$ cat config.mk
export PLATFORM = sky130hd
export DESIGN_NAME = utf8_display_width_counter_top_flat
export DESIGN_NICKNAME = d
export VERILOG_FILES = /design/src/hw/rtl/udwc_pkg.sv /design/src/hw/rtl/udwc_if.sv /design/src/hw/rtl/udwc_front.sv /design/src/hw/rtl/udwc_queue.sv /design/src/hw/rtl/udwc_back.sv /design/src/hw/rtl/utf8_display_width_counter_top.sv /design/src/flat_wrapper.sv
export SDC_FILE = /design/constraint.sdc
export NUM_CORES = 1
export LEC_CHECK = 0
export ABC_AREA = 1
export BUFFER_PORTS_ARGS = -buffer_cell sky130_fd_sc_hd__buf_2
export CORE_ASPECT_RATIO = 1.5
export CORE_MARGIN = 10
export CORE_UTILIZATION = 68
export CTS_BUF_LIST = sky130_fd_sc_hd__clkbuf_4
export DETAILED_ROUTE_END_ITERATION = 6
export GPL_ROUTABILITY_DRIVEN = 0
export GPL_TIMING_DRIVEN = 0
export PLACE_DENSITY = 0.88
export SLEW_MARGIN = 15
export SYNTH_ARGS = -nofsm -noshare
export SYNTH_HDL_FRONTEND = slang
export SYNTH_HIERARCHICAL = 1
export SYNTH_SLANG_ARGS = --single-unit
$ cat constraint.sdc
create_clock -name clk -period 4.5 [get_ports clk]
set_clock_uncertainty 0.05 [all_clocks]
set_input_delay 0.675 -clock clk [delete_from_list [all_inputs] [get_ports clk]]
set_output_delay 0.675 -clock clk [all_outputs]
set_load 0.01 [all_outputs]
$ cat src/hw/rtl/udwc_pkg.sv
`timescale 1ns / 1ps
// Shared types, byte-class constants and the code point width table.
package udwc_pkg;

  // UTF-8 byte classes: (byte & MASK) == CODE.
  localparam logic [7:0] CONT_MASK  = 8'hC0;
  localparam logic [7:0] CONT_CODE  = 8'h80;
  localparam logic [7:0] LEAD2_MASK = 8'hE0;
  localparam logic [7:0] LEAD2_CODE = 8'hC0;
  localparam logic [7:0] LEAD3_MASK = 8'hF0;
  localparam logic [7:0] LEAD3_CODE = 8'hE0;
  localparam logic [7:0] LEAD4_MASK = 8'hF8;
  localparam logic [7:0] LEAD4_CODE = 8'hF0;
  localparam logic [7:0] ASCII_MASK = 8'h80;
  localparam logic [7:0] ASCII_CODE = 8'h00;

  // Expected sequence lengths.
  localparam logic [2:0] SEQ_NONE = 3'd0;
  localparam logic [2:0] SEQ_TWO  = 3'd2;
  localparam logic [2:0] SEQ_THREE = 3'd3;
  localparam logic [2:0] SEQ_FOUR = 3'd4;

  localparam int QUEUE_DEPTH = 2;
  localparam int QUEUE_PTR_W = $clog2(QUEUE_DEPTH);
  localparam int QUEUE_CNT_W = $clog2(QUEUE_DEPTH + 1);

  // Columns added by one byte, plus the end-of-range mark.
  typedef struct packed {
    logic [2:0] cols;
    logic       last;
  } udwc_work_t;

  // Terminal column width of one code point: 0, 1 or 2.
  function automatic logic [1:0] cp_columns(input logic [20:0] cp);
    logic zero_w;
    logic wide_w;
    zero_w = (cp >= 21'h0300 && cp <= 21'h036F) || (cp >= 21'h1AB0 && cp <= 21'h1AFF) ||
             (cp >= 21'h1DC0 && cp <= 21'h1DFF) || (cp >= 21'h20D0 && cp <= 21'h20FF);
    wide_w = (cp >= 21'h1100 && cp <= 21'h115F) || cp == 21'h2329 || cp == 21'h232A ||
             (cp >= 21'h2E80 && cp <= 21'hA4CF) || (cp >= 21'hAC00 && cp <= 21'hD7A3) ||
             (cp >= 21'hF900 && cp <= 21'hFAFF) || (cp >= 21'hFE10 && cp <= 21'hFE19) ||
             (cp >= 21'hFE30 && cp <= 21'hFE6F) || (cp >= 21'hFF00 && cp <= 21'hFF60) ||
             (cp >= 21'hFFE0 && cp <= 21'hFFE6) || (cp >= 21'h1F300 && cp <= 21'h1FAFF);
    if (zero_w) begin
      return 2'd0;
    end else if (wide_w) begin
      return 2'd2;
    end
    return 2'd1;
  endfunction

endpackage

$ cat src/hw/rtl/udwc_if.sv
`timescale 1ns / 1ps
// Valid/ready channel interfaces for text bytes and width results.
interface udwc_byte_if;
  logic       valid;
  logic       ready;
  logic [7:0] text_byte;
  logic       last_byte;

  modport source (output valid, output text_byte, output last_byte, input ready);
  modport sink (input valid, input text_byte, input last_byte, output ready);
endinterface

interface udwc_width_if;
  logic        valid;
  logic        ready;
  logic [15:0] column_width;
  logic        saturated;

  modport source (output valid, output column_width, output saturated, input ready);
  modport sink (input valid, input column_width, input saturated, output ready);
endinterface

$ cat src/hw/rtl/udwc_front.sv
`timescale 1ns / 1ps
// Front end: UTF-8 sequence decoder that turns each byte into a column increment.
module udwc_front (
  input  logic                 clk,
  input  logic                 rst,
  udwc_byte_if.sink            text,
  output logic                 work_valid,
  input  logic                 work_ready,
  output udwc_pkg::udwc_work_t work
);

  logic [2:0]  seq_len;
  logic [1:0]  seq_rcv;
  logic [20:0] partial;

  logic [2:0]  seq_len_next;
  logic [1:0]  seq_rcv_next;
  logic [20:0] partial_next;
  logic [2:0]  cols;

  logic [7:0]  b;
  logic        is_cont;
  logic [2:0]  lead_len;
  logic [20:0] lead_cp;
  logic [2:0]  lead_cols;
  logic [20:0] cp_cat;
  logic [2:0]  rcv_inc;
  logic        accept;

  assign b          = text.text_byte;
  assign is_cont    = (b & udwc_pkg::CONT_MASK) == udwc_pkg::CONT_CODE;
  assign cp_cat     = {partial[14:0], b[5:0]};
  assign rcv_inc    = {1'b0, seq_rcv} + 3'd1;
  assign text.ready = work_ready;
  assign work_valid = text.valid;
  assign accept     = text.valid && work_ready;

  // Classify the byte as a fresh lead.
  always_comb begin
    lead_len  = udwc_pkg::SEQ_NONE;
    lead_cp   = '0;
    lead_cols = 3'd0;
    priority if ((b & udwc_pkg::ASCII_MASK) == udwc_pkg::ASCII_CODE) begin
      lead_cols = {1'b0, udwc_pkg::cp_columns({13'd0, b})};
    end else if ((b & udwc_pkg::LEAD2_MASK) == udwc_pkg::LEAD2_CODE) begin
      lead_len = udwc_pkg::SEQ_TWO;
      lead_cp  = {16'd0, b[4:0]};
    end else if ((b & udwc_pkg::LEAD3_MASK) == udwc_pkg::LEAD3_CODE) begin
      lead_len = udwc_pkg::SEQ_THREE;
      lead_cp  = {17'd0, b[3:0]};
    end else if ((b & udwc_pkg::LEAD4_MASK) == udwc_pkg::LEAD4_CODE) begin
      lead_len = udwc_pkg::SEQ_FOUR;
      lead_cp  = {18'd0, b[2:0]};
    end else begin
      lead_cols = 3'd1;
    end
  end

  always_comb begin
    seq_len_next = lead_len;
    seq_rcv_next = (lead_len != udwc_pkg::SEQ_NONE) ? 2'd1 : 2'd0;
    partial_next = lead_cp;
    cols         = lead_cols;
    if (seq_len != udwc_pkg::SEQ_NONE && is_cont) begin
      if (rcv_inc >= seq_len) begin
        cols         = {1'b0, udwc_pkg::cp_columns(cp_cat)};
        seq_len_next = udwc_pkg::SEQ_NONE;
        seq_rcv_next = 2'd0;
        partial_next = '0;
      end else begin
        cols         = 3'd0;
        seq_len_next = seq_len;
        seq_rcv_next = rcv_inc[1:0];
        partial_next = cp_cat;
      end
    end else if (seq_len != udwc_pkg::SEQ_NONE) begin
      // Broken sequence: held bytes count one column each, then re-decode.
      cols = {1'b0, seq_rcv} + lead_cols;
    end
    // Flush a sequence left open at the end of the range.
    if (text.last_byte && seq_len_next != udwc_pkg::SEQ_NONE) begin
      cols         = cols + {1'b0, seq_rcv_next};
      seq_len_next = udwc_pkg::SEQ_NONE;
      seq_rcv_next = 2'd0;
      partial_next = '0;
    end
  end

  assign work.cols = cols;
  assign work.last = text.last_byte;

  always_ff @(posedge clk) begin
    if (rst) begin
      seq_len <= udwc_pkg::SEQ_NONE;
      seq_rcv <= 2'd0;
      partial <= '0;
    end else if (accept) begin
      seq_len <= seq_len_next;
      seq_rcv <= seq_rcv_next;
      partial <= partial_next;
    end
  end

endmodule

$ cat src/hw/rtl/udwc_queue.sv
`timescale 1ns / 1ps
// Short FIFO between the decoder and the accumulator.
module udwc_queue (
  input  logic                 clk,
  input  logic                 rst,
  input  logic                 push_valid,
  output logic                 push_ready,
  input  udwc_pkg::udwc_work_t push_data,
  output logic                 pop_valid,
  input  logic                 pop_ready,
  output udwc_pkg::udwc_work_t pop_data
);

  udwc_pkg::udwc_work_t mem [udwc_pkg::QUEUE_DEPTH];

  logic [udwc_pkg::QUEUE_PTR_W-1:0] wr_ptr;
  logic [udwc_pkg::QUEUE_PTR_W-1:0] rd_ptr;
  logic [udwc_pkg::QUEUE_CNT_W-1:0] count;
  logic                             do_push;
  logic                             do_pop;

  assign push_ready = count < udwc_pkg::QUEUE_CNT_W'(udwc_pkg::QUEUE_DEPTH);
  assign pop_valid  = count != '0;
  assign pop_data   = mem[rd_ptr];
  assign do_push    = push_valid && push_ready;
  assign do_pop     = pop_valid && pop_ready;

  always_ff @(posedge clk) begin
    if (do_push) begin
      mem[wr_ptr] <= push_data;
    end
  end

  always_ff @(posedge clk) begin
    if (rst) begin
      wr_ptr <= '0;
      rd_ptr <= '0;
      count  <= '0;
    end else begin
      if (do_push) begin
        wr_ptr <= (wr_ptr == udwc_pkg::QUEUE_PTR_W'(udwc_pkg::QUEUE_DEPTH - 1)) ? '0 : wr_ptr + 1'b1;
      end
      if (do_pop) begin
        rd_ptr <= (rd_ptr == udwc_pkg::QUEUE_PTR_W'(udwc_pkg::QUEUE_DEPTH - 1)) ? '0 : rd_ptr + 1'b1;
      end
      unique case ({do_push, do_pop})
        2'b10:   count <= count + 1'b1;
        2'b01:   count <= count - 1'b1;
        default: count <= count;
      endcase
    end
  end

endmodule

$ cat src/hw/rtl/udwc_back.sv
`timescale 1ns / 1ps
// Back end: saturating column accumulator and result register.
module udwc_back #(
  parameter int WIDTH_BITS = 16
) (
  input  logic                 clk,
  input  logic                 rst,
  input  logic                 work_valid,
  output logic                 work_ready,
  input  udwc_pkg::udwc_work_t work,
  udwc_width_if.source         result
);

  logic [WIDTH_BITS-1:0]  total;
  logic                   ovf;
  logic                   out_valid;
  logic [15:0]            out_width;
  logic                   out_sat;

  logic [WIDTH_BITS:0]    sum;
  logic [WIDTH_BITS-1:0]  total_next;
  logic                   ovf_next;
  logic [WIDTH_BITS+15:0] total_ext;
  logic                   out_free;
  logic                   take;

  assign sum        = {1'b0, total} + (WIDTH_BITS + 1)'(work.cols);
  assign total_next = sum[WIDTH_BITS] ? '1 : sum[WIDTH_BITS-1:0];
  assign ovf_next   = ovf | sum[WIDTH_BITS];
  assign total_ext  = (WIDTH_BITS + 16)'(total_next);

  assign out_free   = !out_valid || result.ready;
  assign work_ready = !work.last || out_free;
  assign take       = work_valid && work_ready;

  assign result.valid        = out_valid;
  assign result.column_width = out_width;
  assign result.saturated    = out_sat;

  always_ff @(posedge clk) begin
    if (rst) begin
      total     <= '0;
      ovf       <= 1'b0;
      out_valid <= 1'b0;
    end else begin
      if (take && work.last) begin
        out_valid <= 1'b1;
      end else if (result.ready) begin
        out_valid <= 1'b0;
      end
      if (take) begin
        if (work.last) begin
          total <= '0;
          ovf   <= 1'b0;
        end else begin
          total <= total_next;
          ovf   <= ovf_next;
        end
      end
    end
  end

  always_ff @(posedge clk) begin
    if (take && work.last) begin
      out_width <= total_ext[15:0];
      out_sat   <= ovf_next;
    end
  end

endmodule

$ cat src/hw/rtl/utf8_display_width_counter_top.sv
`timescale 1ns / 1ps
// Top level of the UTF-8 display width counter.
//
// Counts the terminal columns of a UTF-8 text range, one byte per clock
// while not stalled. Every byte is a transaction on the text channel; the
// byte flagged with last_byte closes the range and yields one transaction
// on the result channel with the column total (saturating at
// 2^WIDTH_BITS - 1, low 16 bits shown) and a sticky saturated flag, after
// which the count restarts. Combining marks count 0, wide East Asian and
// emoji code points count 2, everything else 1; bytes of a broken or
// truncated sequence count 1 each. The decoder takes one byte per cycle
// while the queue has room, and a two-entry queue separates it from the
// accumulator so that a stalled result only blocks the input once the queue
// fills. The closing byte passes through the queue and the result register;
// a result held by the sink does not stop the next range from being counted.
module utf8_display_width_counter_top #(
  parameter int WIDTH_BITS = 16
) (
  input  logic          clk,
  input  logic          rst,
  udwc_byte_if.sink     text,
  udwc_width_if.source  result
);

  // Decoder to queue.
  logic                 front_valid;
  logic                 front_ready;
  udwc_pkg::udwc_work_t front_work;

  // Queue to accumulator.
  logic                 back_valid;
  logic                 back_ready;
  udwc_pkg::udwc_work_t back_work;

  // Decode bytes into per-byte column increments.
  udwc_front u_front (
    .clk        (clk),
    .rst        (rst),
    .text       (text),
    .work_valid (front_valid),
    .work_ready (front_ready),
    .work       (front_work)
  );

  // Buffer increments so either side can stall.
  udwc_queue u_queue (
    .clk        (clk),
    .rst        (rst),
    .push_valid (front_valid),
    .push_ready (front_ready),
    .push_data  (front_work),
    .pop_valid  (back_valid),
    .pop_ready  (back_ready),
    .pop_data   (back_work)
  );

  // Accumulate, saturate and emit at the end of each range.
  udwc_back #(
    .WIDTH_BITS (WIDTH_BITS)
  ) u_back (
    .clk        (clk),
    .rst        (rst),
    .work_valid (back_valid),
    .work_ready (back_ready),
    .work       (back_work),
    .result     (result)
  );

endmodule

$ cat src/flat_wrapper.sv
// flat-port wrapper written by rule: the top's interface ports become plain ports
module utf8_display_width_counter_top_flat 
#(
  parameter int WIDTH_BITS = 16
)
  (clk, rst, text_valid, text_text_byte, text_last_byte, text_ready, result_valid, result_column_width, result_saturated, result_ready);
  udwc_byte_if text_i ();
  udwc_width_if result_i ();
  input  logic clk;
  input  logic rst;
  input wire logic [$bits(text_i.valid)-1:0] text_valid;
  input wire logic [$bits(text_i.text_byte)-1:0] text_text_byte;
  input wire logic [$bits(text_i.last_byte)-1:0] text_last_byte;
  output wire logic [$bits(text_i.ready)-1:0] text_ready;
  output wire logic [$bits(result_i.valid)-1:0] result_valid;
  output wire logic [$bits(result_i.column_width)-1:0] result_column_width;
  output wire logic [$bits(result_i.saturated)-1:0] result_saturated;
  input wire logic [$bits(result_i.ready)-1:0] result_ready;
  assign text_i.valid = text_valid;
  assign text_i.text_byte = text_text_byte;
  assign text_i.last_byte = text_last_byte;
  assign text_ready = text_i.ready;
  assign result_valid = result_i.valid;
  assign result_column_width = result_i.column_width;
  assign result_saturated = result_i.saturated;
  assign result_i.ready = result_ready;
  utf8_display_width_counter_top #(.WIDTH_BITS(WIDTH_BITS)) u_core (.clk(clk), .rst(rst), .text(text_i), .result(result_i));
endmodule
==> impl_table.tex, run 1 <==
\begin{tabular}{lr}
\hline
Metric & Value \\
\hline
\multicolumn{2}{l}{\textbf{Run status}} \\
\quad Result of the run & completed \\
\multicolumn{2}{l}{\textbf{Cells and area}} \\
\quad Layout cells sized above 1 & between 20\% and 30\% \\
\quad Area growth, synth to finish & 8.198\% \\
\quad Final cell count without fillers & 800 \\
\quad Net count of the finished layout & 743 \\
\quad Number of filler cells placed in the layout & approximately 530 \\
\quad Diode insertion count for antenna repair & 0 \\
\multicolumn{2}{l}{\textbf{Placed design}} \\
\quad Port buffer count & 31 \\
\quad Detailed placement HPWL & around 9300 um \\
\quad Placed cell count & between 700 and 800 \\
\multicolumn{2}{l}{\textbf{GRT}} \\
\quad Largest net degree at the start of global routing & 19 \\
\quad Leftover overflow at the end of global routing & 0 \\
\quad Met3 Use GR & 6.101\% \\
\quad Global-route wire length before repair & 20,240 um \\
\quad Global-route total usage across every layer & 23.40\% \\
\quad Fraction of met1 tracks used by global routing & 24.22\% \\
\quad Initial antenna violation count & 0 \\
\quad Met2 usage & between 40 and 50\% \\
\quad Most Used Layer, Global Route & met2 \\
\quad Number of global-route vias before repair & 4,481 \\
\multicolumn{2}{l}{\textbf{Route}} \\
\quad Total number of vias & around 4,800 \\
\quad Detail Route Antenna Nets & 0 \\
\quad First-pass iteration count of the detailed router & 7 \\
\quad Drt drc & 0 \\
\quad Total wirelength of the detailed-routed design & around 12,000 um \\
\quad Wire length per cell after detailed routing & roughly 16 um \\
\quad Via count normalized by instance count & between 5 and 6 \\
\quad Iteration-0 DRC Markers & between 400 and 500 \\
\multicolumn{2}{l}{\textbf{Setup path}} \\
\quad Kind of start point of the critical path & flip-flop \\
\quad Crit path to & u\_core/u\_queue/mem[1][2] \\
\quad CP required & approximately 4.6 ns \\
\quad Register-to-Register Setup Slack & around 1.3 ns \\
\quad Endpoint of the lowest-slack register-to-register path & u\_core/u\_queue/mem[1][2] \\
\quad Class of the most critical setup path & flip-flop to flip-flop \\
\quad Crit path DAT & $\sim$3.3 ns \\
\quad Launch point of the worst reg-to-reg path & u\_core/u\_front/seq\_rcv[0] \\
\quad CP Launch Point & u\_core/u\_front/seq\_rcv[0] \\
\quad Endpoint type of the worst setup path & flip-flop \\
\quad R2R depth & 14 \\
\quad Crit path max fanout & 5 \\
\multicolumn{2}{l}{\textbf{Synth}} \\
\quad Warning count from the yosys run & 6 \\
\quad Number of enable-type register cells in the synthesized netlist & 25 \\
\quad Mean instance size in the synthesized netlist & just over 7 um2 \\
\quad Async set-or-reset flop fraction in the synthesized netlist & 0\% \\
\quad Leading register cell type out of synthesis & sky130\_fd\_sc\_hd\_\_dfxtp\_1 \\
\quad Area of the mapped netlist & about 4800 um2 \\
\quad Synth Net Count & between 700 and 800 \\
\quad Yosys reg bits & 68 \\
\quad Unique cell type count in the Yosys netlist & 46 \\
\quad Number of instances in the synthesized netlist & a little under 700 \\
\quad Fraction of the yosys area taken by sequential cells & about a third \\
\multicolumn{2}{l}{\textbf{Power and ir drop}} \\
\quad Total power per unit cell area & 348.2 nW/um2 \\
\quad Switching power share of the total & $\sim$37\% \\
\quad Leakage power summed over all cells & roughly 2.3 nW \\
\quad Proportion of power drawn by combinational gates & about 34\% \\
\quad Psw & between 0.0006 and 0.0007 W \\
\quad Fraction of power consumed by the clock network & 22.2\% \\
\quad Cell Int Power & roughly 0.0011 W \\
\quad VDD IR-drop max & roughly 0.29 mV \\
\quad Fraction of power consumed by sequential logic & 44.0\% \\
\multicolumn{2}{l}{\textbf{CTS}} \\
\quad Number of buffers on the longest clock path & 2 \\
\quad Clock tree root buffer cell & sky130\_fd\_sc\_hd\_\_clkbuf\_4 \\
\quad Post-CTS Resized & 0 \\
\quad Register clock-pin slew on the reported worst setup and hold paths & 0.11 ns \\
\quad Clock latency of the later-clocked register in the worst-skew pair & approximately 0.43 ns \\
\quad Number of setup buffers added after CTS & 0 \\
\quad CTS tree & done \\
\quad Sinks on the clock net & between 60 and 70 \\
\quad Number of H-tree levels & 3 \\
\quad CTS buffer count & 9 \\
\quad Count of hold buffers inserted by post-cts repair & 0 \\
\multicolumn{2}{l}{\textbf{Timing}} \\
\quad Slew at the pin closest to its max-slew limit & a little under 0.7 ns \\
\quad Worst rel slew slack & about 55\% \\
\quad Number of endpoints failing setup at the final stage & 0 \\
\quad Fmax & 0.3138 GHz \\
\quad Aggregate negative setup slack & 0 ns \\
\quad Setup repair after global routing missed its margin & no \\
\quad Pins over their slew limit & 0 \\
\quad Crit share post-route & roughly 71\% \\
\quad Final min period & roughly 3.2 ns \\
\quad Number of hold violations in the final report & 0 \\
\multicolumn{2}{l}{\textbf{Job}} \\
\quad Max-capacitance violation count & 0 \\
\multicolumn{2}{l}{\textbf{Floorplan}} \\
\quad Die height & 122.7 um \\
\quad Initial Utilization & a little over two thirds \\
\quad Die width & 88.44 um \\
\quad Number of top-level pins & 32 \\
\quad Area of the die & around 11,000 um2 \\
\quad Core Area & around 7000 um2 \\
\quad Number of rows created at floorplan & 37 \\
\multicolumn{2}{l}{\textbf{Min path}} \\
\quad Min-delay worst type & input port to flip-flop \\
\hline
\end{tabular}
Yosys cell counts (2+ instances only):
| library cell | count | share of area, % |
|---|---|---|
| sky130_fd_sc_hd__inv_1 | 76 | 6.0 |
| sky130_fd_sc_hd__nor3_1 | 10 | 1.0 |
| sky130_fd_sc_hd__fa_1 | 2 | 0.84 |
| sky130_fd_sc_hd__buf_4 | 9 | 1.4 |
| sky130_fd_sc_hd__nand2_4 | 4 | 0.94 |
| sky130_fd_sc_hd__nand3_2 | 18 | 3.8 |
| sky130_fd_sc_hd__mux2_1 | 4 | 0.94 |
| sky130_fd_sc_hd__dfxtp_1 | 43 | 18 |
| sky130_fd_sc_hd__nand2_1 | 196 | 15 |
| sky130_fd_sc_hd__inv_2 | 6 | 0.47 |
| sky130_fd_sc_hd__nor2_2 | 9 | 1.2 |
| sky130_fd_sc_hd__buf_2 | 6 | 0.63 |
| sky130_fd_sc_hd__nor2_1 | 71 | 5.6 |
| sky130_fd_sc_hd__edfxtp_1 | 25 | 16 |
| sky130_fd_sc_hd__or2_2 | 6 | 0.79 |
| sky130_fd_sc_hd__nand3_4 | 3 | 1.1 |
| sky130_fd_sc_hd__o21a_1 | 2 | 0.31 |
| sky130_fd_sc_hd__o21ai_1 | 3 | 0.31 |
| sky130_fd_sc_hd__a21oi_1 | 27 | 2.8 |
| sky130_fd_sc_hd__clkbuf_1 | 7 | 0.55 |
| sky130_fd_sc_hd__o211ai_1 | 3 | 0.47 |
| sky130_fd_sc_hd__nand4_1 | 15 | 2.0 |
| sky130_fd_sc_hd__a21oi_2 | 19 | 3.5 |
| sky130_fd_sc_hd__o21ai_0 | 16 | 1.7 |
| sky130_fd_sc_hd__inv_4 | 2 | 0.26 |
| sky130_fd_sc_hd__nor3_4 | 2 | 0.68 |
| sky130_fd_sc_hd__nor2_4 | 3 | 0.71 |
| sky130_fd_sc_hd__nand3_1 | 50 | 5.2 |
| sky130_fd_sc_hd__nand2_2 | 9 | 1.2 |
| sky130_fd_sc_hd__nor3_2 | 3 | 0.63 |
| sky130_fd_sc_hd__ha_1 | 11 | 2.9 |
how the worst min path moves through the flow:
stage	startpoint	to	cells past startpoint
floorplan	u_core/u_back/total[0]	u_core/u_back/total[0]	2
global placement	u_core/u_back/total[0]	u_core/u_back/total[0]	2
detailed placement	u_core/u_back/total[2]	u_core/u_back/total[2]	2
CTS	rst	u_core/u_queue/wr_ptr	2
global route	rst	u_core/u_queue/wr_ptr	2
finish	rst	u_core/u_queue/wr_ptr	2
cell type report:
class / instances / area [um2] / share of cell area [%]
clock buffer: 10 / 75.07 / 1.452
clock inverter: 6 / 63.81 / 1.235
multi-input combinational: 498 / 2685 / 51.95
inverter: 85 / 325.3 / 6.294
buffer: 24 / 155.1 / 3.002
timing repair buffer: 31 / 155.1 / 3.002
sequential: 68 / 1612 / 31.18
tap: 78 / 97.59 / 1.888
kinds of logic after synthesis:
group           count (synthesis)  synth area share, %
flops                          68                33.74
fa+ha+maj                      13                3.719
buf+inv                       109                10.06
compound gates                 77                10.32
mux                             4               0.9428
xor+xnor                        1               0.1834
simple gates                  403                41.04
state kept, by name, summed over array words and instances (netlist names), named ones only:
signal	flops
u_core/u_queue/count	2
u_core/u_front/seq_rcv	2
u_core/u_back/result.saturated	1
u_core/u_queue/mem	8
u_core/u_front/seq_len	3
u_core/u_front/partial	15
u_core/u_back/total	16
u_core/u_queue/wr_ptr	1
u_core/u_back/result.valid	1
u_core/u_queue/rd_ptr	1
u_core/u_back/result.column_width	16
u_core/u_back/ovf	1
critical path, stage by stage, from the launching register on:
cell and delay (ns):
sky130_fd_sc_hd__dfxtp_1 0.44, sky130_fd_sc_hd__ha_1 0.28, sky130_fd_sc_hd__ha_1 0.30, sky130_fd_sc_hd__nand2_1 0.07, sky130_fd_sc_hd__o211ai_2 0.22, sky130_fd_sc_hd__nand2_1 0.16
sky130_fd_sc_hd__a21oi_1 0.16, sky130_fd_sc_hd__nand3_1 0.09, sky130_fd_sc_hd__nor2_1 0.21, sky130_fd_sc_hd__nand3_1 0.16, sky130_fd_sc_hd__nand2_2 0.10, sky130_fd_sc_hd__ha_1 0.16
sky130_fd_sc_hd__fa_1 0.41, sky130_fd_sc_hd__nand2_1 0.08, sky130_fd_sc_hd__nand2_1 0.06
layout by cell type (no fill, tap or decap), types with 2 or more instances in the layout:
master	n
sky130_fd_sc_hd__o21ai_1	3
sky130_fd_sc_hd__dfxtp_1	43
sky130_fd_sc_hd__inv_1	76
sky130_fd_sc_hd__nand2_2	9
sky130_fd_sc_hd__nand4_1	15
sky130_fd_sc_hd__inv_4	2
sky130_fd_sc_hd__buf_4	9
sky130_fd_sc_hd__inv_2	6
sky130_fd_sc_hd__ha_1	11
sky130_fd_sc_hd__o21ai_0	16
sky130_fd_sc_hd__nand3_4	3
sky130_fd_sc_hd__or2_2	6
sky130_fd_sc_hd__a21oi_2	19
sky130_fd_sc_hd__clkinvlp_4	2
sky130_fd_sc_hd__nor3_4	2
sky130_fd_sc_hd__o211ai_1	3
sky130_fd_sc_hd__nor3_1	10
sky130_fd_sc_hd__clkinv_2	3
sky130_fd_sc_hd__nand2_1	196
sky130_fd_sc_hd__buf_2	37
sky130_fd_sc_hd__nand3_2	18
sky130_fd_sc_hd__edfxtp_1	25
sky130_fd_sc_hd__o21a_1	2
sky130_fd_sc_hd__fa_1	2
sky130_fd_sc_hd__nor2_2	9
sky130_fd_sc_hd__nor2_4	3
sky130_fd_sc_hd__clkbuf_4	10
sky130_fd_sc_hd__nor2_1	71
sky130_fd_sc_hd__nand2_4	4
sky130_fd_sc_hd__mux2_1	4
sky130_fd_sc_hd__a21oi_1	27
sky130_fd_sc_hd__clkbuf_1	7
sky130_fd_sc_hd__nand3_1	50
sky130_fd_sc_hd__nor3_2	3
power by group through the flow:
stage / clock network (W) / registers (W) / logic, W
2_1_floorplan: 0 / 0.000829 / 0.000400
3_3_place_gp: 0 / 0.000802 / 0.000574
3_5_place_dp: 0 / 0.000807 / 0.000605
4_1_cts: 0.000404 / 0.000793 / 0.000607
5_1_grt: 0.000436 / 0.000802 / 0.000674
6_report: 0.000399 / 0.000792 / 0.000609
metal layers:
layer  part of all wire (%)  routed length (um)
met1                     35                4376
met2                     51                6306
met3                    8.7                1077
met4                    5.2                 642
met5                      0                   0
per-stage QoR:
stage	hold WS (ns)	area, um2	setup slack, ns	power (W)	util (%)
6_report	0.4222	5169	1.313	0.001800	75.44
5_1_grt	0.4317	5169	1.231	0.001913	75.44
4_1_cts	0.4058	5169	1.386	0.001805	75.44
3_5_place_dp	0.4230	5030	1.380	0.001412	73.41
3_3_place_gp	0.4074	5030	1.422	0.001376	73.41
2_1_floorplan	0.3991	4777	1.862	0.001229	-
Power figures use the tool's default switching activity.
==> run 2, diff against run 1 <==
- CORE_UTILIZATION: 68 -> 63
- PLACE_DENSITY: 0.88 -> 0.83
- clock period: 4.5 -> 3.2 ns (I/O delays scaled with it)
==> impl_table.tex, run 2 (synthesis gave the netlist of run 1 again) <==
\begin{tabular}{lr}
\hline
Metric & Value \\
\hline
\multicolumn{2}{l}{\textbf{Setup path}} \\
\quad CP required & 3.35 ns \\
\quad Cell-by-cell trace of the critical path & ha\_1 > ha\_1 > nand2\_1 > o211ai\_2 > nand2\_2 > a21oi\_1 > nand3\_1 > nor2\_2 > nand3\_1 > nand2\_2 > ha\_1 > fa\_1 > nand2\_1 > nand2\_1 \\
\quad Crit path max fanout & 5 \\
\quad R2R depth & 14 \\
\quad Slowest stage cell on the critical path & sky130\_fd\_sc\_hd\_\_fa\_1 \\
\quad Endpoint type of the worst setup path & flip-flop \\
\quad Delay contributed by the slowest stage of the critical path & about 0.4 ns \\
\quad Crit path DAT & between 3 and 4 ns \\
\quad Class of the most critical setup path & flip-flop to flip-flop \\
\quad Kind of start point of the critical path & flip-flop \\
\multicolumn{2}{l}{\textbf{Floorplan}} \\
\quad Number of top-level pins & 32 \\
\quad Die height & 126.7 um \\
\quad Number of rows created at floorplan & 38 \\
\quad Die width & just over 90 um \\
\quad Initial Utilization & about two thirds \\
\quad Area of the die & about 12,000 um2 \\
\quad Core Area & 7322 um2 \\
\multicolumn{2}{l}{\textbf{Cells and area}} \\
\quad Post-route core utilization & 71.79\% \\
\quad Leading cell type in the layout, fill and taps excluded & sky130\_fd\_sc\_hd\_\_nand2\_1 \\
\quad Sequential cell area & 1613 um2 \\
\quad Layout cells sized above 1 & 21.61\% \\
\quad Area growth, synth to finish & 10.03\% \\
\quad Diode insertion count for antenna repair & 0 \\
\quad Leading cell types in the layout, fill and taps excluded & sky130\_fd\_sc\_hd\_\_nand2\_1 (195), sky130\_fd\_sc\_hd\_\_inv\_1 (76), sky130\_fd\_sc\_hd\_\_nor2\_1 (70) \\
\quad Number of filler cells placed in the layout & just over 600 \\
\quad Net count of the finished layout & $\sim$740 \\
\quad Area taken by multi-input logic gates & $\sim$2700 um2 \\
\multicolumn{2}{l}{\textbf{Timing}} \\
\quad Final min period & approximately 3 ns \\
\quad Crit share post-route & between 90\% and 100\% \\
\quad Slew at the pin closest to its max-slew limit & approximately 0.67 ns \\
\quad Aggregate negative setup slack & 0 ns \\
\quad Setup repair after global routing missed its margin & no \\
\quad Fmax & $\sim$0.32 GHz \\
\quad Number of hold violations in the final report & 0 \\
\quad Number of endpoints failing setup at the final stage & 0 \\
\quad Worst rel slew slack & 55.05\% \\
\quad Pins over their slew limit & 0 \\
\multicolumn{2}{l}{\textbf{Placed design}} \\
\quad Port buffer count & 31 \\
\quad Detailed placement HPWL & slightly above 9000 um \\
\multicolumn{2}{l}{\textbf{Route}} \\
\quad M1 wire length & between 4000 and 5000 um \\
\quad Via count normalized by instance count & approximately 5.6 \\
\quad Drt drc & 0 \\
\quad First-pass iteration count of the detailed router & 5 \\
\quad Met3 WL & $\sim$800 um \\
\quad Length of routed met2 wiring & $\sim$6100 um \\
\quad Iteration-0 DRC Markers & 228 \\
\quad Wire length per cell after detailed routing & 14.80 um \\
\quad Detail Route Antenna Nets & 0 \\
\quad Total wirelength of the detailed-routed design & approximately 12,000 um \\
\quad Total number of vias & 4,622 \\
\quad Top routing layer in use & met4 \\
\multicolumn{2}{l}{\textbf{Min path}} \\
\quad Number of stages on the worst hold path & 2 \\
\quad Min-delay worst type & input port to flip-flop \\
\multicolumn{2}{l}{\textbf{Power and ir drop}} \\
\quad Total power per unit cell area & a little over 500 nW/um2 \\
\quad Total power draw & 0.002695 W \\
\quad VDD IR-drop max & 0.3093 mV \\
\quad Leakage power summed over all cells & around 2.3 nW \\
\multicolumn{2}{l}{\textbf{Job}} \\
\quad Max-capacitance violation count & 0 \\
\multicolumn{2}{l}{\textbf{GRT}} \\
\quad Global-route total usage across every layer & 20.88\% \\
\quad Global-route wire length before repair & just under 20,000 um \\
\quad Largest net degree at the start of global routing & 19 \\
\quad Leftover overflow at the end of global routing & 0 \\
\quad Initial antenna violation count & 0 \\
\quad Number of global-route vias before repair & between 4,000 and 5,000 \\
\multicolumn{2}{l}{\textbf{CTS}} \\
\quad Register clock-pin slew on the reported worst setup and hold paths & $\sim$0.12 ns \\
\quad CTS buffer count & 9 \\
\quad Clock latency of the later-clocked register in the worst-skew pair & 0.44 ns \\
\quad Number of buffers on the longest clock path & 2 \\
\quad CTS tree & done \\
\quad Number of H-tree levels & 3 \\
\quad Clock tree root buffer cell & sky130\_fd\_sc\_hd\_\_clkbuf\_4 \\
\quad Sinks on the clock net & about 70 \\
\quad Number of setup buffers added after CTS & 0 \\
\multicolumn{2}{l}{\textbf{Run status}} \\
\quad Result of the run & completed \\
\hline
\end{tabular}
## run 2: cell count changes in the layout (fill, tap and decap cells not counted), sizes merged
cell      delta
clkinvlp     -1
bufinv       +2
clkinv       -1
## run 2: stage by stage
| step | cells | hold WS (ns) | worst slack [ns] | instance area [um2] |
|---|---|---|---|---|
| finish | 822 | 0.2105 | 0.1163 | 5256 |
| global route | 822 | 0.1839 | 0.01012 | 5256 |
| CTS | 822 | 0.1862 | 0.1144 | 5244 |
| detailed placement | 806 | 0.4170 | 0.1162 | 5057 |
| global placement | 806 | 0.4077 | 0.1463 | 5057 |
| floorplan | 675 | 0.3991 | 0.5618 | 4777 |
## run 2: power breakdown
| part | switching (W) | total, W | internal, W | leakage (nW) |
|---|---|---|---|---|
| Combinational | 0.000569 | 0.000854 | 0.000285 | 1.67 |
| Clock | 0.000322 | 0.000728 | 0.000405 | 0.0970 |
| Sequential | 0.0000541 | 0.00111 | 0.00106 | 0.586 |
| Total | 0.000946 | 0.00269 | 0.00175 | 2.35 |
## run 2: timing repair
item,4_1_cts,5_1_grt
resized for setup,0,4
hold buffers,0,0
endpoints found under the setup margin,0,4
## run 2: worst paths after layout
check | from | endpoint | slack, ns
worst min-delay path | rst | u_core/u_queue/wr_ptr | 0.21
worst max-delay path | u_core/u_front/seq_rcv[0] | u_core/u_queue/mem[0][2] | 0.12
worst max register to register | u_core/u_front/seq_rcv[0] | u_core/u_queue/mem[0][2] | 0.12
worst min register to register | u_core/u_back/total[0] | u_core/u_back/total[0] | 0.43
## run 2: critical path, delay by kind of cell, from the launching register on
family | cells | cell delay [ns]
compound gates | 2 | 0.39
simple gates | 8 | 0.88
fa+ha+maj | 4 | 1.18
flops | 1 | 0.37
## run 2: area by class of cell
| cell class | instances | share of cell area [%] |
|---|---|---|
| Buffer | 24 | 2.952 |
| Clock buffer | 10 | 1.428 |
| Clock inverter | 6 | 2.119 |
| Inverter | 85 | 6.189 |
| Multi-Input combinational cell | 498 | 51.30 |
| Sequential cell | 68 | 30.68 |
| Tap cell | 100 | 2.380 |
| Timing Repair Buffer | 31 | 2.952 |
## run 2: layer usage
metal	GRT usage (%)	vias to the layer above
li1	-	2274
met1	21.96	2090
met2	34.95	208
met3	5.608	50
met4	15.63	0
met5	0	-
